===== config.mk =====
export PLATFORM = sky130hd
export DESIGN_NAME = wto_ctrl
export DESIGN_NICKNAME = d
export VERILOG_FILES = /design/src/sv/wto_pkg.sv /design/src/sv/wto_ctrl.sv
export SDC_FILE = /design/constraint.sdc
export NUM_CORES = 1
export LEC_CHECK = 0
export BUFFER_PORTS_ARGS = -buffer_cell sky130_fd_sc_hd__buf_2
export CORE_ASPECT_RATIO = 0.6
export CORE_MARGIN = 2
export CORE_UTILIZATION = 26
export CTS_CLUSTER_DIAMETER = 80
export DETAILED_ROUTE_END_ITERATION = 6
export GPL_ROUTABILITY_DRIVEN = 1
export SETUP_SLACK_MARGIN = 0.2
export SKIP_LAST_GASP = 1
export SYNTH_ARGS = -nofsm -noshare
export SYNTH_HDL_FRONTEND = slang
export SYNTH_SLANG_ARGS = --single-unit

===== constraint.sdc =====
create_clock -name clk -period 2.15 [get_ports clk]
set_clock_uncertainty 0.1 [all_clocks]
set_input_delay 0.215 -clock clk [delete_from_list [all_inputs] [get_ports clk]]
set_output_delay 0.215 -clock clk [all_outputs]
set_load 0.02 [all_outputs]

===== src/sv/wto_pkg.sv =====
// wto_pkg: shared types and constants of the wavetable oscillator
// field widths, action codes, register indexes and the per-item control struct
// no dependencies
package wto_pkg;

  localparam int ACTION_BITS    = 2;
  localparam int INDEX_BITS     = 8;
  localparam int SAMPLE_BITS    = 16;
  localparam int AMP_BITS       = 16;
  localparam int CFG_DATA_BITS  = 24;
  localparam int CFG_INDEX_BITS = 1;

  // item actions
  localparam logic [ACTION_BITS-1:0] ACT_TICK  = 2'd0;
  localparam logic [ACTION_BITS-1:0] ACT_WRITE = 2'd1;
  localparam logic [ACTION_BITS-1:0] ACT_SWAP  = 2'd2;
  localparam logic [ACTION_BITS-1:0] ACT_STOP  = 2'd3;

  // configuration register indexes
  localparam logic [CFG_INDEX_BITS-1:0] CFG_PHASE_INC = 1'd0;
  localparam logic [CFG_INDEX_BITS-1:0] CFG_AMPLITUDE = 1'd1;

  typedef struct packed {
    logic accept;  // an item is taken this cycle
    logic tick;    // the item taken is a tick
  } item_ctl_t;

endpackage


===== src/sv/wto_ctrl.sv =====
// wto_ctrl: phase accumulator, bank select and table address generation
// depends on wto_pkg; drives the two table rams of the top level
module wto_ctrl import wto_pkg::*; #(
  parameter int TABLE_BITS = 8,
  parameter int FRAC_BITS  = 16
) (
  input  logic                                clk,
  input  logic                                rst_n,
  input  item_ctl_t                           ctl,
  input  logic [ACTION_BITS-1:0]              action,
  input  logic [INDEX_BITS-1:0]               entry_index,
  input  logic [TABLE_BITS+FRAC_BITS-1:0]     phase_inc,
  output logic                                we,
  output logic [TABLE_BITS:0]                 waddr,
  output logic [TABLE_BITS:0]                 raddr0,
  output logic [TABLE_BITS:0]                 raddr1,
  output logic [FRAC_BITS-1:0]                frac
);

  localparam int PW = TABLE_BITS + FRAC_BITS;

  logic [PW-1:0]         phase_r, phase_nxt;
  logic                  active_bank_r, active_bank_nxt;
  logic [TABLE_BITS-1:0] i0, i1;

  assign i0   = phase_r[PW-1 -: TABLE_BITS];
  assign i1   = i0 + 1'b1;
  assign frac = phase_r[FRAC_BITS-1:0];

  assign raddr0 = {active_bank_r, i0};
  assign raddr1 = {active_bank_r, i1};

  // writes always land in the shadow bank
  assign we    = ctl.accept && (action == ACT_WRITE);
  assign waddr = {~active_bank_r, TABLE_BITS'(entry_index)};

  always_comb begin
    phase_nxt       = phase_r;
    active_bank_nxt = active_bank_r;
    if (ctl.accept) begin
      case (action)
        ACT_TICK:  phase_nxt = phase_r + phase_inc;
        ACT_SWAP:  active_bank_nxt = ~active_bank_r;
        ACT_STOP:  phase_nxt = '0;
        default: ;
      endcase
    end
  end

  always_ff @(posedge clk) begin
    if (!rst_n) begin
      phase_r       <= '0;
      active_bank_r <= 1'b0;
    end else begin
      phase_r       <= phase_nxt;
      active_bank_r <= active_bank_nxt;
    end
  end

  a_stop_clears: assert property (@(posedge clk) disable iff (!rst_n)
    ctl.accept && action == ACT_STOP |=> phase_r == '0)
    else $error("phase not cleared by stop");

  a_swap_flips: assert property (@(posedge clk) disable iff (!rst_n)
    ctl.accept && action == ACT_SWAP |=> active_bank_r != $past(active_bank_r))
    else $error("bank not swapped");

  a_idle_holds: assert property (@(posedge clk) disable iff (!rst_n)
    !ctl.accept |=> $stable(phase_r) && $stable(active_bank_r))
    else $error("state changed without an item");

endmodule


==> metrics.md <==
| Metric | Value |
|---|---|
| Cell at the slowest stage of the critical path | `sky130_fd_sc_hd__fa_2` |
| CTS Hold Bufs | `0` |
| Floorplan die width | `~130 um` |
| Synthesized netlist net count | `around 350` |
| Antenna violations before repair | `0` |
| Most frequent standard cell in the layout excluding fill and tap cells | `sky130_fd_sc_hd__buf_2` |
| Post-Synthesis Cells | `between 200 and 300` |
| Int Power | `roughly 1.2 mW` |
| Data arrival at the endpoint of the critical path | `between 2000 and 2500 ps` |
| Most frequent cells in the layout | `sky130_fd_sc_hd__buf_2, sky130_fd_sc_hd__buf_4, sky130_fd_sc_hd__nand2_1` |
| Starting density of the core | `0.270` |
| Final number of hold-violating endpoints | `0` |
| Worst slew margin relative to its limit | `0.634` |
| Average cell area after synthesis | `roughly 8.2 um^2` |
| Warnings from Yosys | `0` |
| Number of flops mapped to enable cells by yosys | `0` |
| Clock network fraction of design power | `0.235` |
| Number of levels in the clock H-tree | `1` |
| Total DRC errors in the routed layout | `0` |
| Clock insertion delay at the later pin of the skew report | `~270 ps` |
| Number of DRC markers after the initial detailed-route iteration | `around 180` |
| Die outline height | `just under 80 um` |
| Global-route wire length before repair | `12,100 um` |
| RSZ-0062 raised after global routing | `yes` |
| Critical path class | `reg2reg` |
| Vias after detailed routing | `between 2,000 and 3,000` |
| Number of buffers created by CTS | `3` |
| Worst EP required | `2210 ps` |
| Total iterations of the first detailed-routing run | `4` |
| Result of the run | `finished, violations left` |
| CTS tree | `done` |
| Hold depth | `2` |
| Seq cells post-synth | `25` |
| Area overhead of the layout relative to synthesis | `59.4%` |
| Fraction of power consumed by combinational cells | `0.485` |
| Pins over their slew limit | `0` |
| Delay of the slowest cell on the worst path | `roughly 370 ps` |
| Leakage | `~1.7 nW` |
| Cell area after synthesis | `about 2300 um^2` |
| Achievable clock frequency | `0.440 GHz` |
| Post-route worst hold slack | `about 220 ps` |
| Final net count | `~470` |
| Total wire length after detailed routing | `between 7000 and 8000 um` |
| Maximum fanout encountered on the critical timing path | `3` |
| Setup Viol. Count Final | `8` |
| Share of flip-flops with an asynchronous set or reset | `0` |
| Ordered list of cells on the worst path | `ha_4 -> fa_2 -> a21oi_4 -> o221ai_2 -> a21o_1 -> a21o_1 -> a221oi_2 -> a211o_1 -> nand3_1` |
| Max Cap Violations | `0` |
| Proportion of power drawn by flip-flops and latches | `0.280` |
| Buffer depth of the longest clock path | `2` |
| Time the worst path needs with I/O delays and setup | `~2300 ps` |
| Post-DRT Antenna Nets | `0` |
| Worst IR drop on VDD | `around 0.28 mV` |
| Overflow after GRT | `0` |
| Clock Sink Count | `25` |
| Violations in the final reports | `setup timing` |
| Seq/Total Area, Yosys | `0.217` |
| Overall die area | `~9700 um^2` |
| Worst reg2reg path depth | `9` |
| Most frequently used flop master after synthesis | `sky130_fd_sc_hd__dfxtp_1` |
| Sort of element at the end of the critical path | `flop` |
| Std-Cell Rows | `26` |
| I/O Buffers | `64` |
| Total power of the final layout | `between 1.5 and 2 mW` |
| # diodes | `0` |
| Post-DR vias/cell | `about 4.9` |
| Worst hold path type | `in2reg` |
| Dpl hpwl | `roughly 5800 um` |
| Share of the clock period used by the worst path | `1.06` |
| Clock root buffer | `sky130_fd_sc_hd__clkbuf_16` |
| Slew @ Worst Pin | `549 ps` |
| Sum Neg Setup Slack | `-522 ps` |
| Average wire length per cell after detail routing | `15.0 um` |
| Number of primary I/O pins | `between 80 and 90` |
| Switching fraction of total power | `0.371` |
| Crit path top cell by count | `sky130_fd_sc_hd__a21o_1` |
| Via count of the first global-routing pass | `between 2,000 and 2,500` |
| Net Switching | `0.700 mW` |
| Setup crit start kind | `flop` |
| Register clock-pin slew on the reported worst setup and hold paths | `~70 ps` |
| GRT Total Usage | `0.154` |
| Final weighted congestion in routability-driven placement | `about 0.85` |
| Power density cells | `513 nW/um^2` |
| Fraction of final layout cells sized beyond drive strength 1 | `0.519` |
| Final WS setup | `-121 ps` |
| Core box area | `around 8600 um^2` |
| Unique masters post-synth | `51` |
| Pin count of the biggest net entering global routing | `15` |
-- layer usage --
metal  global-route usage  vias up  routed length, um  share of wire
li1                     -     1254                  -              -
met5                    0        -                  0              0
met2                0.226       63               3130           0.41
met1                0.232     1194               4150           0.54
met3               0.0321        2                393          0.051
met4               0.0300        0                 41         0.0053
-- critical path, delay by kind of cell, from the launching register on --
family	cells	cell delay (ps)
compound gates	6	1120
fa+ha+maj	2	530
flops	1	360
simple gates	1	50
-- power groups by stage --
stage	clock, mW	combinational, mW	sequential, mW
after floorplan	0	0.447	0.587
after detailed placement	0	0.760	0.538
final	0.444	0.915	0.529
after global routing	0.479	0.988	0.534
after CTS	0.458	0.855	0.529
after global placement	0	0.748	0.536
-- flip-flops by register name (all words and copies together), names as in the netlist --
name and flops:
phase_r 24, active_bank_r 1
-- metrics by stage --
stage	utilization	setup WS, ps	cell area [um^2]	cells
floorplan	-	-75.3	2450	282
global placement	0.368	-143	3150	487
detailed placement	0.368	-208	3150	487
CTS	0.412	-187	3520	506
global route	0.430	-207	3680	513
finish	0.430	-121	3680	513
-- path summary, 6_finish.rpt --
path,endpoint,startpoint,slack (ps)
worst max-delay path,phase_r[20]$_SDFFE_PN0P_,phase_r[0]$_SDFFE_PN0P_,-120
worst max register to register,phase_r[20]$_SDFFE_PN0P_,phase_r[0]$_SDFFE_PN0P_,-120
worst min register to register,phase_r[15]$_SDFFE_PN0P_,phase_r[15]$_SDFFE_PN0P_,360
worst min-delay path,phase_r[5]$_SDFFE_PN0P_,rst_n,220
-- logic make-up after synthesis --
family	share of synthesized area
xor+xnor	0.0987
fa+ha+maj	0.155
simple gates	0.198
mux	0.00868
flops	0.217
buf+inv	0.0705
compound gates	0.252
-- what timing repair did --
action | CTS | global route
cloned | 0 | 0
endpoints found under the setup margin | 16 | 20
pin swaps | 30 | 30
gates resized for setup | 36 | 19
setup buffers | 15 | 7
endpoints found under the hold margin | 0 | 0
-- cell usage after synthesis, types with 5 or more instances --
library cell	number	area share
sky130_fd_sc_hd__a21o_1	5	0.016
sky130_fd_sc_hd__inv_1	9	0.015
sky130_fd_sc_hd__xnor2_1	14	0.053
sky130_fd_sc_hd__clkbuf_1	7	0.011
sky130_fd_sc_hd__dfxtp_1	25	0.22
sky130_fd_sc_hd__and2_1	5	0.014
sky130_fd_sc_hd__nand3_1	8	0.017
sky130_fd_sc_hd__o21ai_0	17	0.037
sky130_fd_sc_hd__ha_1	27	0.15
sky130_fd_sc_hd__nand2_1	37	0.060
sky130_fd_sc_hd__buf_4	10	0.033
sky130_fd_sc_hd__xor2_1	12	0.046
sky130_fd_sc_hd__nor2_1	14	0.023
sky130_fd_sc_hd__a21oi_1	16	0.035
sky130_fd_sc_hd__nor2b_1	8	0.022
sky130_fd_sc_hd__a22oi_1	7	0.023
-- layout make-up --
class / instances / area (um^2)
fillers: 860 / 4880
inverters: 9 / 33.8
clock inverters: 1 / 5.00
flip-flops and latches: 25 / 524
clock buffers: 3 / 75.1
multi-input cells: 228 / 2010
repair buffers: 135 / 887
well taps: 112 / 140
No activity file was read; power rests on OpenSTA's default activity.
