**config.mk**
```make
export PLATFORM = sky130hd
export DESIGN_NAME = wto_interp
export DESIGN_NICKNAME = d
export VERILOG_FILES = /design/src/sv/wto_pkg.sv /design/src/sv/wto_interp.sv
export SDC_FILE = /design/constraint.sdc
export NUM_CORES = 2
export LEC_CHECK = 0
export ABC_AREA = 1
export BUFFER_PORTS_ARGS = -buffer_cell sky130_fd_sc_hd__buf_4
export CAP_MARGIN = 20
export CELL_PAD_IN_SITES_DETAIL_PLACEMENT = 0
export CELL_PAD_IN_SITES_GLOBAL_PLACEMENT = 2
export CORE_MARGIN = 8
export CORE_UTILIZATION = 41
export DETAILED_ROUTE_END_ITERATION = 10
export GPL_ROUTABILITY_DRIVEN = 0
export GPL_TIMING_DRIVEN = 0
export PLACE_DENSITY = 0.87
export SLEW_MARGIN = 5
export SYNTH_ARGS = -nofsm -noshare
export SYNTH_HDL_FRONTEND = slang
export SYNTH_SLANG_ARGS = --single-unit
```
**constraint.sdc**
```tcl
create_clock -name clk -period 13.2 [get_ports clk]
set_clock_uncertainty 0.2 [all_clocks]
set_input_delay 2.64 -clock clk [delete_from_list [all_inputs] [get_ports clk]]
set_output_delay 2.64 -clock clk [all_outputs]
set_load 0.02 [all_outputs]
```
**src/sv/wto_pkg.sv**
```systemverilog
// wto_pkg: shared types and constants of the wavetable oscillator
// field widths, action codes, register indexes and the per-item control struct
// no dependencies
package wto_pkg;

  localparam int ACTION_BITS    = 2;
  localparam int INDEX_BITS     = 8;
  localparam int SAMPLE_BITS    = 16;
  localparam int AMP_BITS       = 16;
  localparam int CFG_DATA_BITS  = 24;
  localparam int CFG_INDEX_BITS = 1;

  // item actions
  localparam logic [ACTION_BITS-1:0] ACT_TICK  = 2'd0;
  localparam logic [ACTION_BITS-1:0] ACT_WRITE = 2'd1;
  localparam logic [ACTION_BITS-1:0] ACT_SWAP  = 2'd2;
  localparam logic [ACTION_BITS-1:0] ACT_STOP  = 2'd3;

  // configuration register indexes
  localparam logic [CFG_INDEX_BITS-1:0] CFG_PHASE_INC = 1'd0;
  localparam logic [CFG_INDEX_BITS-1:0] CFG_AMPLITUDE = 1'd1;

  typedef struct packed {
    logic accept;  // an item is taken this cycle
    logic tick;    // the item taken is a tick
  } item_ctl_t;

endpackage

```
**src/sv/wto_interp.sv**
```systemverilog
// wto_interp: interpolation, gain, rounding and saturation pipeline
// depends on wto_pkg; consumes the registered read data of the table rams
module wto_interp import wto_pkg::*; #(
  parameter int FRAC_BITS = 16
) (
  input  logic                          clk,
  input  logic                          rst_n,
  input  item_ctl_t                     ctl,
  input  logic [FRAC_BITS-1:0]          frac,
  input  logic signed [SAMPLE_BITS-1:0] rdata0,
  input  logic signed [SAMPLE_BITS-1:0] rdata1,
  input  logic [AMP_BITS-1:0]           amplitude,
  input  logic                          out_ready,
  output logic                          advance,
  output logic                          out_valid,
  output logic signed [SAMPLE_BITS-1:0] sample_out
);

  localparam int AW  = 2 * SAMPLE_BITS + 1;   // s0 * amp
  localparam int DW  = 2 * SAMPLE_BITS + 2;   // (s1 - s0) * amp
  localparam int YW  = DW + FRAC_BITS + 1;    // full-precision sum
  localparam logic signed [YW-1:0] RND = YW'(1) <<< (FRAC_BITS + 14);
  localparam logic signed [YW-1:0] HI  = YW'((1 << (SAMPLE_BITS - 1)) - 1);
  localparam logic signed [YW-1:0] LO  = YW'(-(1 << (SAMPLE_BITS - 1)));

  logic                          v1_r, v2_r, v3_r, out_valid_r;
  logic [FRAC_BITS-1:0]          f1_r, f2_r;
  logic signed [AW-1:0]          a0_2_r, a0_3_r;
  logic signed [DW-1:0]          ad_r;
  logic signed [YW-1:0]          p_r;
  logic signed [SAMPLE_BITS-1:0] sample_r;

  logic signed [SAMPLE_BITS:0]   ampx, d;
  logic signed [AW-1:0]          a0;
  logic signed [DW-1:0]          ad;
  logic signed [FRAC_BITS:0]     fx;
  logic signed [YW-1:0]          p, y, q;
  logic signed [SAMPLE_BITS-1:0] sat;

  // whole pipeline moves together; freezes while a result waits
  assign advance = !out_valid_r || out_ready;

  // stage 1: difference and gain
  assign ampx = $signed({1'b0, amplitude});
  assign d    = (SAMPLE_BITS + 1)'(rdata1) - (SAMPLE_BITS + 1)'(rdata0);
  assign a0   = AW'(rdata0) * AW'(ampx);
  assign ad   = DW'(d) * DW'(ampx);

  // stage 2: fraction weight
  assign fx = $signed({1'b0, f2_r});
  assign p  = YW'(ad_r) * YW'(fx);

  // stage 3: sum, round half up, floor shift, saturate
  assign y = (YW'(a0_3_r) <<< FRAC_BITS) + p_r + RND;
  assign q = y >>> (FRAC_BITS + 15);

  always_comb begin
    if (q > HI) begin
      sat = HI[SAMPLE_BITS-1:0];
    end else if (q < LO) begin
      sat = LO[SAMPLE_BITS-1:0];
    end else begin
      sat = q[SAMPLE_BITS-1:0];
    end
  end

  always_ff @(posedge clk) begin
    if (!rst_n) begin
      v1_r        <= 1'b0;
      v2_r        <= 1'b0;
      v3_r        <= 1'b0;
      out_valid_r <= 1'b0;
    end else if (advance) begin
      v1_r        <= ctl.tick;
      v2_r        <= v1_r;
      v3_r        <= v2_r;
      out_valid_r <= v3_r;
    end
  end

  always_ff @(posedge clk) begin
    if (advance) begin
      f1_r     <= frac;
      f2_r     <= f1_r;
      a0_2_r   <= a0;
      ad_r     <= ad;
      a0_3_r   <= a0_2_r;
      p_r      <= p;
      sample_r <= sat;
    end
  end

  assign out_valid  = out_valid_r;
  assign sample_out = sample_r;

  a_tick_moves: assert property (@(posedge clk) disable iff (!rst_n)
    ctl.tick |-> advance)
    else $error("tick taken while pipeline frozen");

  a_last_stage: assert property (@(posedge clk) disable iff (!rst_n)
    v3_r && advance |=> out_valid_r)
    else $error("finished item lost before output register");

  a_freeze: assert property (@(posedge clk) disable iff (!rst_n)
    !advance |=> $stable(v3_r) && $stable(p_r) && $stable(v1_r))
    else $error("pipeline moved while frozen");

endmodule

```
==> metrics.csv <==
metric,value,unit
h-tree-depth,4,
synth_seq_cells,187,
status,"finished, final reports clean",
fmax,0.0885,GHz
nets,7375,
hold_viol_final,0,
fp.coreArea,117000,sq um
row_count,126,
synth-edff-count,183,
syn_inst,5832,
layout-drive-gt1-share,2.92,%
synth_nets,7293,
tightest_slew,1020,ps
drt_iter0_drc,2406,
synth_async_sr_flop_share,0,%
io_buffers,62,
cts_made_buffers,17,
ioPinCount,87,
seq_area_frac_synth,11.6,%
clk_latency,490,ps
clock_path_buffers,2,
drcViolationCount,0,
die_h,359,um
crit_buf_inv,13,
slowest_delay,640,ps
post_drt_wl_per_cell,19.6,um
cts_resized,0,
crit_path_top_delay_cell,fa_1,
setup_viol,0,
grt_max_degree,114,
setup-tns-final,0,ps
holdBufCountCts,0,
crit_top_cell,inv_1,
die_width,359,um
grtUsageTotal,22.8,%
timing.final.max_slew_violations,0,
cp-end-kind,flop,
critPathTopFamily,adder cells,
grt_overflow,0,
root_buffer,clkbuf_16,
yosys_most_used_dff,edfxtp_1,
clk_pin_slew,80,ps
ant_nets,0,
cts_setup_buffers,0,
min_period,11300,ps
die-area,129000,sq um
initial_core_util,41.1,%
crit_arrival,11320,ps
period_share,85.6,%
cts_tree,yes,
cts.sinks,187,
maxCapViolCount,0,
grt_setup_unrepaired,no,
crit_required,13220,ps
r2r_slack,5520,ps
crit_type,in2reg,
ys_warn_count,0,
antenna_found_initial,6,
grt_pass1_vias,38900,
ys_types,55,
via_per_inst,4.92,
crit_path_max_fanout,10,
worstSetupStartpoint,rdata0[2],
num_vias,36700,
place_hpwl,124,mm
wirelength,146,mm
netlist_area,48300,sq um
start_kind,primary input,
slew_headroom,31.8,%
avgSynthCellArea,8.28,sq um
syn_to_final_growth,6.32,%
drt_pass1_iterations,7,
grt_pass1_wl,227,mm
hp-class,reg2reg,
min-delay-start,f1_r[4]$_DFFE_PP_,
r2r-start,f2_r[5]$_DFFE_PP_,
==> layer usage <==
metal	global-route usage (%)	vias to the layer above	part of all wire [%]
met1	30.2	18500	43
met3	2.66	209	5.0
met5	0	-	0
met2	37.9	998	47
li1	-	17000	-
met4	9.36	0	4.6
==> worst paths after layout <==
path                        endpoint  cells after the start
hold reg to reg    f2_r[4]$_DFFE_PP_                      0
setup / recovery  ad_r[32]$_DFFE_PP_                     36
hold / removal     f2_r[4]$_DFFE_PP_                      0
setup reg to reg   p_r[43]$_DFFE_PP_                     21
==> synth_stat cells, types with 3 or more instances <==
| cell type | instances | area share, % |
|---|---|---|
| nor3_1 | 22 | 0.23 |
| buf_6 | 3 | 0.070 |
| clkbuf_1 | 205 | 1.6 |
| nor2_2 | 10 | 0.13 |
| or2_1 | 8 | 0.10 |
| dfxtp_1 | 4 | 0.17 |
| and3_1 | 8 | 0.10 |
| xor2_1 | 83 | 1.5 |
| nor4_1 | 4 | 0.052 |
| fa_1 | 983 | 41 |
| nor4_2 | 3 | 0.078 |
| xor2_2 | 4 | 0.13 |
| or2_2 | 13 | 0.17 |
| clkinv_1 | 5 | 0.039 |
| xnor2_1 | 48 | 0.87 |
| nand4_1 | 16 | 0.21 |
| inv_2 | 10 | 0.078 |
| nand2_2 | 11 | 0.14 |
| inv_1 | 1682 | 13 |
| a31oi_1 | 16 | 0.21 |
| edfxtp_1 | 183 | 11 |
| o21ai_1 | 13 | 0.13 |
| o21a_1 | 10 | 0.16 |
| nand3b_1 | 3 | 0.047 |
| o31ai_1 | 3 | 0.047 |
| a21boi_0 | 4 | 0.062 |
| ha_1 | 409 | 11 |
| buf_1 | 9 | 0.070 |
| a221oi_1 | 4 | 0.073 |
| nand3_1 | 84 | 0.87 |
| o21ai_0 | 90 | 0.93 |
| o21bai_1 | 15 | 0.23 |
| a21o_1 | 27 | 0.42 |
| a21oi_1 | 168 | 1.7 |
| o21ai_2 | 6 | 0.11 |
| nor2_1 | 301 | 2.3 |
| nand2_1 | 1338 | 10 |
==> flip-flops by register name, indices dropped and copies added, names as in the netlist <==
signal / cells
sample_out: 16
f2_r: 16
a0_2_r: 33
p_r: 35
v3_r: 1
a0_3_r: 33
out_valid: 1
f1_r: 16
v1_r: 1
ad_r: 34
v2_r: 1
==> cell usage in the layout, fill, tap and decap left out, types with 6 or more instances in the layout <==
| master | synthesis | routed |
|---|---|---|
| inv_1 | 1682 | 1681 |
| nand2_1 | 1338 | 1338 |
| fa_1 | 983 | 983 |
| ha_1 | 409 | 409 |
| nor2_1 | 301 | 301 |
| clkbuf_1 | 205 | 205 |
| edfxtp_1 | 183 | 183 |
| a21oi_1 | 168 | 168 |
| o21ai_0 | 90 | 90 |
| nand3_1 | 84 | 84 |
| xor2_1 | 83 | 83 |
| buf_4 | 1 | 63 |
| xnor2_1 | 48 | 48 |
| a21o_1 | 27 | 27 |
| nor3_1 | 22 | 22 |
| clkbuf_16 | 0 | 17 |
| nand4_1 | 16 | 16 |
| a31oi_1 | 16 | 16 |
| o21bai_1 | 15 | 15 |
| o21ai_1 | 13 | 13 |
| or2_2 | 13 | 13 |
| nand2_2 | 11 | 11 |
| inv_2 | 10 | 10 |
| o21a_1 | 10 | 10 |
| nor2_2 | 10 | 10 |
| buf_1 | 9 | 9 |
| or2_1 | 8 | 8 |
| and3_1 | 8 | 8 |
| o21ai_2 | 6 | 6 |
| clkinv_8 | 0 | 6 |
==> through the flow <==
stage / cells / utilization (%) / setup WS (ps) / area [sq um] / hold WS [ps]
after floorplan: 5832 / - / 3180 / 48300 / 200
after global placement: 7430 / 43.1 / 1520 / 50600 / 203
after detailed placement: 7431 / 43.2 / 1460 / 50700 / 205
after CTS: 7463 / 43.7 / 1980 / 51300 / 223
after global routing: 7465 / 43.7 / 1380 / 51300 / 230
final: 7468 / 43.7 / 1900 / 51300 / 222
==> layout make-up <==
cell class,count,area [sq um]
clock buffer,17,425
clock inverter,15,188
multi-input combinational,3729,35500
timing repair buffer,63,493
sequential,187,5580
tap,1536,1920
buffer,218,845
inverter,1698,6380
fill,12000,66100
antenna,5,12.5
==> kinds of logic after synthesis <==
family	synth area share [%]
and+or+nand+nor	15.0
DFF	11.6
adders and majority gates	51.4
buffers and inverters	15.0
AOI/OAI and AO/OA	4.48
xor gates and xnor gates	2.60
Power is left out: the tool's default activity adds up to more than one toggle a clock period on the data nets, which glitch-free logic cannot reach.
